===== config.mk =====
export PLATFORM = sky130hd
export DESIGN_NAME = pointer_to_word_assoc_table_top
export DESIGN_NICKNAME = d
export VERILOG_FILES = /design/src/hdl/pwat_pkg.sv /design/src/hdl/pwat_ram.sv /design/src/hdl/pointer_to_word_assoc_table_top.sv
export SDC_FILE = /design/constraint.sdc
export NUM_CORES = 2
export LEC_CHECK = 0
export BUFFER_PORTS_ARGS = -buffer_cell sky130_fd_sc_hd__buf_2
export CAP_MARGIN = 10
export CORE_MARGIN = 2
export CORE_UTILIZATION = 45
export CTS_CLUSTER_DIAMETER = 120
export CTS_CLUSTER_SIZE = 30
export DETAILED_ROUTE_END_ITERATION = 10
export PLACE_DENSITY = 0.72
export SYNTH_ARGS = -nofsm -noshare
export SYNTH_HDL_FRONTEND = slang
export SYNTH_SLANG_ARGS = --single-unit

===== constraint.sdc =====
create_clock -name clk -period 9.3 [get_ports clk]
set_input_delay 0.465 -clock clk [delete_from_list [all_inputs] [get_ports clk]]
set_output_delay 0.465 -clock clk [all_outputs]
set_load 0.005 [all_outputs]

===== src/hdl/pwat_pkg.sv =====
// Package for the pointer-to-word associative table.
// Holds field widths, operation codes, stream packing and the sequencer state type.
// No dependencies.
`timescale 1ns / 1ps

package pwat_pkg;

  localparam int TABLE_ENTRIES_DEF = 64;

  localparam int OP_W = 2;
  localparam int KEY_W = 32;
  localparam int VAL_W = 16;
  localparam int CNT_OUT_W = 7;

  localparam int IN_TDATA_W = 56;
  localparam int OUT_TDATA_W = 32;
  localparam int OUT_PAD_W = OUT_TDATA_W - (1 + VAL_W + 1 + CNT_OUT_W);

  localparam logic [OP_W-1:0] OP_LOOKUP = 2'd0;
  localparam logic [OP_W-1:0] OP_SET    = 2'd1;
  localparam logic [OP_W-1:0] OP_CLEAR  = 2'd2;

  typedef enum logic [1:0] {
    ST_IDLE,
    ST_SCAN,
    ST_DONE
  } state_t;

endpackage


===== src/hdl/pwat_ram.sv =====
// Generic single-write, single-read RAM with registered read data.
// Used for the key and value store of the associative table. No dependencies.
`timescale 1ns / 1ps

module pwat_ram #(
  parameter int WIDTH = 48,
  parameter int DEPTH = 64
) (
  input  logic                     clk,
  input  logic                     wr_en,
  input  logic [$clog2(DEPTH)-1:0] wr_addr,
  input  logic [WIDTH-1:0]         wr_data,
  input  logic [$clog2(DEPTH)-1:0] rd_addr,
  output logic [WIDTH-1:0]         rd_data
);

  logic [WIDTH-1:0] mem [DEPTH];

  always_ff @(posedge clk) begin
    if (wr_en) begin
      mem[wr_addr] <= wr_data;
    end
    rd_data <= mem[rd_addr];
  end

endmodule


===== src/hdl/pointer_to_word_assoc_table_top.sv =====
// Top level of the pointer-to-word associative table: sequencer, scan compare and output register.
// Depends on pwat_pkg and pwat_ram.
`timescale 1ns / 1ps

// The table maps 32-bit keys to 16-bit values and holds up to TABLE_ENTRIES entries in
// one RAM. Each input transfer carries a lookup, a set or a clear and yields exactly one
// result transfer. A lookup or set scans the stored entries in order, one key compare per
// cycle through the single RAM read port, ending early on a hit. A clear or an unused
// operation code skips the scan and goes straight to its result. The
// block takes one item at a time; the result waits in an output register while the next
// item is accepted. A set of a new key while the table is full changes nothing and sets
// table_full in its result.
module pointer_to_word_assoc_table_top
  import pwat_pkg::*;
#(
  parameter int TABLE_ENTRIES = TABLE_ENTRIES_DEF
) (
  input  logic                   clk,
  input  logic                   rst_n,
  input  logic                   in_tvalid,
  output logic                   in_tready,
  // Fields from bit 0: operation[1:0], key[33:2], new_value[49:34], zero fill.
  input  logic [IN_TDATA_W-1:0]  in_tdata,
  output logic                   out_tvalid,
  input  logic                   out_tready,
  // Fields from bit 0: found[0], read_value[16:1], table_full[17], entry_count[24:18].
  output logic [OUT_TDATA_W-1:0] out_tdata
);

  localparam int IDX_W = $clog2(TABLE_ENTRIES);
  localparam int CNT_W = $clog2(TABLE_ENTRIES + 1);
  localparam int ENT_W = KEY_W + VAL_W;
  localparam logic [CNT_W-1:0] CAPACITY = CNT_W'(TABLE_ENTRIES);

  state_t state_r, state_nxt;
  logic [OP_W-1:0] op_r;
  logic [KEY_W-1:0] key_r;
  logic [VAL_W-1:0] val_r;
  logic [CNT_W-1:0] count_r, count_nxt;
  logic [CNT_W-1:0] idx_r, idx_nxt;
  logic pend_r, pend_nxt;
  logic [IDX_W-1:0] pend_idx_r, pend_idx_nxt;
  logic res_found_r, res_found_nxt;
  logic [VAL_W-1:0] res_val_r, res_val_nxt;
  logic res_full_r, res_full_nxt;
  logic out_valid_r, out_valid_nxt;
  logic [OUT_TDATA_W-1:0] out_data_r, out_data_nxt;

  logic wr_en;
  logic [IDX_W-1:0] wr_addr;
  logic [ENT_W-1:0] wr_data;
  logic [ENT_W-1:0] rd_data;
  logic [KEY_W-1:0] rd_key;
  logic [VAL_W-1:0] rd_val;
  logic hit;
  logic in_xfer;

  pwat_ram #(
    .WIDTH(ENT_W),
    .DEPTH(TABLE_ENTRIES)
  ) u_store (
    .clk    (clk),
    .wr_en  (wr_en),
    .wr_addr(wr_addr),
    .wr_data(wr_data),
    .rd_addr(idx_r[IDX_W-1:0]),
    .rd_data(rd_data)
  );

  assign rd_key = rd_data[KEY_W-1:0];
  assign rd_val = rd_data[ENT_W-1:KEY_W];
  assign hit = pend_r && (rd_key == key_r);

  assign in_tready = (state_r == ST_IDLE);
  assign in_xfer = in_tvalid && in_tready;
  assign out_tvalid = out_valid_r;
  assign out_tdata = out_data_r;

  always_ff @(posedge clk) begin
    if (!rst_n) begin
      state_r <= ST_IDLE;
      count_r <= '0;
      pend_r <= 1'b0;
      out_valid_r <= 1'b0;
    end else begin
      state_r <= state_nxt;
      count_r <= count_nxt;
      pend_r <= pend_nxt;
      out_valid_r <= out_valid_nxt;
    end
  end

  always_ff @(posedge clk) begin
    if (in_xfer) begin
      op_r <= in_tdata[OP_W-1:0];
      key_r <= in_tdata[OP_W+KEY_W-1:OP_W];
      val_r <= in_tdata[OP_W+KEY_W+VAL_W-1:OP_W+KEY_W];
    end
    idx_r <= idx_nxt;
    pend_idx_r <= pend_idx_nxt;
    res_found_r <= res_found_nxt;
    res_val_r <= res_val_nxt;
    res_full_r <= res_full_nxt;
    out_data_r <= out_data_nxt;
  end

  always_comb begin
    state_nxt = state_r;
    count_nxt = count_r;
    idx_nxt = idx_r;
    pend_nxt = 1'b0;
    pend_idx_nxt = idx_r[IDX_W-1:0];
    res_found_nxt = res_found_r;
    res_val_nxt = res_val_r;
    res_full_nxt = res_full_r;
    out_valid_nxt = out_valid_r && !out_tready;
    out_data_nxt = out_data_r;
    wr_en = 1'b0;
    wr_addr = pend_idx_r;
    wr_data = {val_r, key_r};

    case (state_r)
      ST_IDLE: begin
        if (in_tvalid) begin
          res_found_nxt = 1'b0;
          res_val_nxt = '0;
          res_full_nxt = 1'b0;
          idx_nxt = '0;
          case (in_tdata[OP_W-1:0])
            OP_LOOKUP, OP_SET: begin
              state_nxt = ST_SCAN;
            end
            OP_CLEAR: begin
              count_nxt = '0;
              state_nxt = ST_DONE;
            end
            default: begin
              state_nxt = ST_DONE;
            end
          endcase
        end
      end
      ST_SCAN: begin
        if (hit) begin
          res_found_nxt = 1'b1;
          if (op_r == OP_LOOKUP) begin
            res_val_nxt = rd_val;
          end else begin
            wr_en = 1'b1;
          end
          state_nxt = ST_DONE;
        end else if (idx_r >= count_r) begin
          if (op_r == OP_SET) begin
            if (count_r >= CAPACITY) begin
              res_full_nxt = 1'b1;
            end else begin
              wr_en = 1'b1;
              wr_addr = count_r[IDX_W-1:0];
              count_nxt = count_r + CNT_W'(1);
            end
          end
          state_nxt = ST_DONE;
        end else begin
          pend_nxt = 1'b1;
          idx_nxt = idx_r + CNT_W'(1);
        end
      end
      ST_DONE: begin
        if (!out_valid_r || out_tready) begin
          out_valid_nxt = 1'b1;
          out_data_nxt = {{OUT_PAD_W{1'b0}}, CNT_OUT_W'(count_r), res_full_r,
                          res_val_r, res_found_r};
          state_nxt = ST_IDLE;
        end
      end
      default: begin
        state_nxt = ST_IDLE;
      end
    endcase
  end

endmodule


* After elaboration in Yosys (flattened, before gate mapping)
Memory sizes are Yosys's and may differ from the RTL's. A register that Yosys moved wholly into a read port is not among the register bits. Index checks and enable logic that the tools add are counted.
Word-level totals: flip-flop bits (word level) 117, bits in writable memories 3072, input bits 60, memories 1
Memories:
- u_store.mem | words 64, bits a word 48, rd ports 1, clocked after memory_dff 1, wr ports 1, line pwat_ram.sv:17 | logic [WIDTH-1:0] mem [DEPTH];
Operators by class: add/sub/neg operators 2, $lt $le $gt $ge 2, eq/ne operators 18, multiplexer cells 45, bitwise operators 2, reductions and logical operators 19
Operator list (count):
- 2-to-1 mux 7 bit | 9
- 2-to-1 mux 16 bit | 3
- == test 32 bit | 1
- case mux 16 bit (2 select lines) | 1
- 2-to-1 mux 6 bit | 5
- case mux 7 bit (2 select lines) | 2
- != test 2 bit (second input constant) | 10
- 2-to-1 mux 1 bit | 17
- adder 7 x 1 -> 7 bit (second input constant) | 2
- 2-to-1 mux 2 bit | 5
- AND reduction 4 bit | 2
- greater-or-equal comparator 7 bit | 1
- greater-or-equal comparator 7 bit (second input constant) | 1
- AND reduction 7 bit | 1
- == test 2 x 1 -> 1 bit (second input constant) | 3
- zero test 2 bit | 3
- case mux 2 bit (3 select lines) | 1
- AND reduction 3 bit | 2
- AND reduction 6 bit | 1
- == test 2 bit (second input constant) | 2
- case mux 1 bit (2 select lines) | 2
- logical AND 1 bit | 3
- != test 3 bit (second input constant) | 1
- OR reduction 3 bit | 1
- 7 further kinds | 9

* Depth between registers and ports, before layout
depth after elaboration 8, gate-level depth with buffers 14, gate-level depth less buffers 9

* By module
From an unflattened synthesis, not the netlist that was laid out.
Second synthesis, totals: cells, all modules 5280, area total of the unflattened synthesis 121784.3 um^2
Modules (own cells, without submodules):
- pwat_ram | times used 1, cells each 4970, area each 117117.3 um^2
- pointer_to_word_assoc_table_top | times used 1, cells each 310, area each 4667.0 um^2

* Worst setup path after synthesis
OpenSTA, ideal clock, no wires.
kind flip-flop to flip-flop, from reg idx_r[0], to mem u_store.mem[60][0], enable pin, library setup time 0.454 ns, arrival time 5.086 ns, slack 3.760 ns, cell stages (with the launch flop) 15, buffers on the path 5, period minus slack after synthesis 5.540 ns, path through edfxtp_1 clkbuf_1 clkbuf_1 buf_2 inv_1 ha_1 nand2b_1 a211o_1 a21oi_1 or4_1 clkbuf_1 clkbuf_1 o211a_1 o22ai_1 nor2_1
On the way: cells in the longest elaborated chain, start to end 6, elaborated cells on any way between the ends 9, those cells by class order compare (1); mux (8)
Ends and longest elaborated chain:
- start: declaration | line pointer_to_word_assoc_table_top.sv:40 | logic [CNT_W-1:0] idx_r, idx_nxt;
- start signal: assignment | line pointer_to_word_assoc_table_top.sv:99 | idx_r <= idx_nxt;
- greater-or-equal comparator 7 bit (*) | line pointer_to_word_assoc_table_top.sv:152 | end else if (idx_r >= count_r) begin
- 2-to-1 mux 1 bit | line pointer_to_word_assoc_table_top.sv:152
- 2-to-1 mux 1 bit | line pointer_to_word_assoc_table_top.sv:144 | if (hit) begin
- 2-to-1 mux 1 bit | line pointer_to_word_assoc_table_top.sv:122 | case (state_r)
- 2-to-1 mux 1 bit | line pwat_ram.sv:20 | if (wr_en) begin
- 2-to-1 mux 1 bit (not written as such) | line pwat_ram.sv:21 | mem[wr_addr] <= wr_data;
- end: declaration | line pwat_ram.sv:17
Mark *: on every way between the ends. The rest lies on a longest branch, timed or not.

* Worst setup path after layout
from reg key_r[15], to mem u_store.mem[22][20], enable pin
On the way: cells in the longest elaborated chain, start to end 6, elaborated cells on any way between the ends 8, those cells by class eq/ne (1); mux (6); reduce/logical (1)
Ends and longest elaborated chain:
- start: declaration | line pointer_to_word_assoc_table_top.sv:37 | logic [KEY_W-1:0] key_r;
- start signal: assignment | line pointer_to_word_assoc_table_top.sv:96 | key_r <= in_tdata[OP_W+KEY_W-1:OP_W];
- == test 32 bit (*) | line pointer_to_word_assoc_table_top.sv:72 | assign hit = pend_r && (rd_key == key_r);
- logical AND 1 bit (*) | line pointer_to_word_assoc_table_top.sv:72
- 2-to-1 mux 1 bit | line pointer_to_word_assoc_table_top.sv:144
- 2-to-1 mux 1 bit | line pointer_to_word_assoc_table_top.sv:122
- 2-to-1 mux 1 bit | line pwat_ram.sv:20
- 2-to-1 mux 1 bit (not written as such) | line pwat_ram.sv:21
Marks and branches as above.

==> metrics.csv <==
metric;value;unit
post-route ant nets;0;
clock root cell;clkbuf_16;
Sink Count;3237;
CTS tree;yes;
RSZ-0062 raised after global routing;no;
# setup viols final;0;
via count of the first global-routing pass;53719;
Yosys reg bits;3237;
Startpoint Class;register;
HP Class;input port to register;
worst hold slack;0.2971;ns
Core Area;0.2703;mm^2
maximum vdd ir drop;0.0002243;V
Finished Cell Area;0.1318;mm^2
largest net degree at the start of global routing;158;
crit path max-delay cell type;nor2_4;
Final GP Congestion;0.8177;
Most used DFF post-synth;edfxtp_1;
GR Util met3;2.541;%
Final Skew;0.04599;ns
critical path buffer and inverter count;2;
post-synth cell types;47;
setup TNS;0;ns
Req. time, crit path;9.75;ns
Post-CTS Setup Inserts;0;
Syn Inst Count;4776;
met1 GRT Util;27.95;%
clk buf depth;3;
CP peak stage delay;0.98;ns
Max Cap Viol;0;
Vias;53617;
Congestion Overflow GR;0;
CTS H-tree lvls;3;
register area;0.09655;mm^2
Critical Path End Type;register;
Worst EP arrival;6.96;ns
Max Clk Rate;153.7;MHz
final hold vios;0;
Fillers;20715;
Worst Setup Path Type;register to register;
worst-path cell chain;buf_4 -> xnor2_1 -> nand4_1 -> nor4_1 -> nand4_1 -> a2111oi_0 -> a41oi_2 -> nor2_4 -> buf_4;
CP top delay family;simple AND/OR/NAND/NOR gates;
DRT Pass-1 Iters;6;
Initial Util;45.15;%
GRT Total Usage;20.35;%
busiest grt layer;met2;
ys async rst share;0;%
average size of a mapped cell;25.55;um^2
Worst Reg-to-Reg Cells;9;
status;finished clean;
placed cell area;0.1278;mm^2
Slew @ Worst Pin;1.262;ns
initial DRC count;8232;
synth-to-layout area growth;8.012;%
dpl hpwl;151900;um
number of cells on the critical path;9;
grt met2 use;34.10;%
Via-to-Cell Ratio;6.206;
# rows;191;
Die Area;0.2754;mm^2
global-route wire length before repair;401200;um
clock slew at reported path FFs;0.12;ns
Post-synth EDFFs;3172;
Final Cycle Share;69.96;%
Die H;524.8;um
minimum clock period;6.506;ns
layout cells sized above 1;29.06;%
CP max FO;65;
Static Leakage;38.87;nW
initial antenna violation count;9;
post-CTS sizing;0;
Ports;94;
multi-input logic area;0.02488;mm^2
Die Wd;524.8;um
drc violations;0;
power density cells;190.4;mW/mm^2
count of final max-slew check failures;0;
cts bufs inserted;118;
worst skew pair latency;0.85;ns
Rel. slew slack;15.87;%
r2r setup slk;2.79;ns
port bufs;80;
yosys warns;0;
synthesized cell area;0.1220;mm^2
Routed Wire Length;284300;um
Seq/Total Area, Yosys;79.12;%
routed len/inst;32.91;um
hold path cells;2;
final net count;5041;
-- logic make-up (layout without fill, tap and decap cells) --
logic type	count (synthesis)	after routing	synth area share (%)
multiplexers	1010	1010	18.62
AND/OR/NAND/NOR	179	179	0.7033
flip-flops	3237	3237	79.12
other	1	10	0.003073
AO/OA/AOI/OAI	45	45	0.2450
buffers and inverters	257	541	0.9443
adder cells (fa/ha/maj)	10	10	0.1025
XOR/XNOR	37	37	0.2655
-- worst register-to-register path, cell delays in order, from the launching register on --
cell	delay (ns)
edfxtp_1	0.34
buf_4	0.48
xnor2_1	0.30
nand4_1	0.39
nor4_1	0.74
nand4_1	0.82
a2111oi_0	0.81
a41oi_2	0.36
nor2_4	0.99
buf_4	0.86
-- synth_stat cells (2+ instances only) --
| cell | n | area share (%) |
|---|---|---|
| o21ai_0 | 6 | 0.025 |
| mux4_2 | 1008 | 19 |
| clkbuf_1 | 127 | 0.39 |
| a21boi_0 | 2 | 0.012 |
| mux2i_1 | 2 | 0.016 |
| dfxtp_1 | 65 | 1.1 |
| edfxtp_1 | 3172 | 78 |
| or3_1 | 3 | 0.015 |
| nand3_1 | 8 | 0.033 |
| or4_1 | 2 | 0.012 |
| a21oi_1 | 12 | 0.049 |
| a21o_1 | 3 | 0.018 |
| ha_1 | 10 | 0.10 |
| o22ai_1 | 8 | 0.041 |
| buf_2 | 72 | 0.30 |
| buf_6 | 9 | 0.083 |
| nor3_1 | 13 | 0.053 |
| nor4_1 | 8 | 0.041 |
| and3_1 | 3 | 0.015 |
| buf_1 | 28 | 0.086 |
| nor2b_1 | 4 | 0.021 |
| a41oi_1 | 3 | 0.022 |
| nand2b_1 | 5 | 0.026 |
| buf_4 | 8 | 0.049 |
| a211oi_1 | 2 | 0.012 |
| inv_1 | 13 | 0.040 |
| nand2_1 | 14 | 0.043 |
| and2_1 | 19 | 0.097 |
| nand4_1 | 9 | 0.046 |
| xnor2_1 | 31 | 0.22 |
| xor2_1 | 6 | 0.043 |
| nor2_1 | 86 | 0.26 |
-- cell type report --
class,instances,area share [%]
Sequential cell,3237,73.25
Multi-Input combinational cell,1288,18.87
Tap cell,3570,3.389
Clock buffer,206,2.507
Timing Repair Buffer,313,1.822
Clock inverter,9,0.1187
Inverter,13,0.03702
Antenna cell,3,0.005695
-- report_power, final --
| part | internal [mW] | switching, mW | leakage [nW] | total (mW) |
|---|---|---|---|---|
| combinational | 0.979 | 1.21 | 8.12 | 2.19 |
| clock | 2.50 | 4.13 | 1.64 | 6.63 |
| sequential | 16.2 | 0.0759 | 29.1 | 16.3 |
-- stage by stage --
stage / std cells / utilization (%) / setup WS [ns] / power (mW)
final: 8639 / 48.77 / 2.794 / 25.10
after global routing: 8637 / 48.77 / 2.578 / 25.78
after CTS: 8635 / 48.76 / 2.854 / 25.22
after detailed placement: 8367 / 47.28 / 2.874 / 18.80
after global placement: 8367 / 47.28 / 3.088 / 18.76
after floorplan: 4782 / - / 3.760 / 18.07
-- per-layer routing --
metal	wire length, um	vias up
li1	-	21001
met1	107800	29332
met2	143700	2896
met3	23350	388
met4	9405	0
met5	0	-
-- state kept, by name (all words and copies together) (netlist names) --
signal,flops
u_store.rd_data,48
res_full_r,1
count_r,7
u_store.mem,3072
op_r,2
pend_idx_r,6
res_found_r,1
res_val_r,16
val_r,16
out_tdata,25
state_r,2
idx_r,7
pend_r,1
key_r,32
out_tvalid,1
-- final timing paths --
kind | start | end
worst max-delay path | key_r[15] | u_store.mem[22][20]
worst min-delay path | in_tvalid | op_r[1]
worst max register to register | key_r[15] | u_store.mem[22][20]
worst min register to register | res_val_r[3] | out_tdata[4]
-- layout by cell type (no fill, tap or decap), types with 7 or more instances in the layout --
master / instances
edfxtp_1: 3172
mux4_2: 1008
buf_4: 170
clkbuf_16: 119
clkbuf_1: 87
buf_2: 80
dfxtp_1: 65
nor2_4: 64
dlygate4sd3_1: 53
xnor2_1: 31
nor2_1: 22
and2_1: 19
nand2_1: 14
inv_1: 13
nor3_1: 13
a21oi_1: 12
ha_1: 10
nand4_1: 9
buf_12: 9
nor4_1: 8
o22ai_1: 8
nand3_1: 8
conb_1: 7
-- what timing repair did --
action                                 in CTS  in global routing
setup endpoints to repair                   0                  0
endpoints found under the hold margin      59                  0
hold buffers                               53                  0
(Power assumes the default switching activity.)
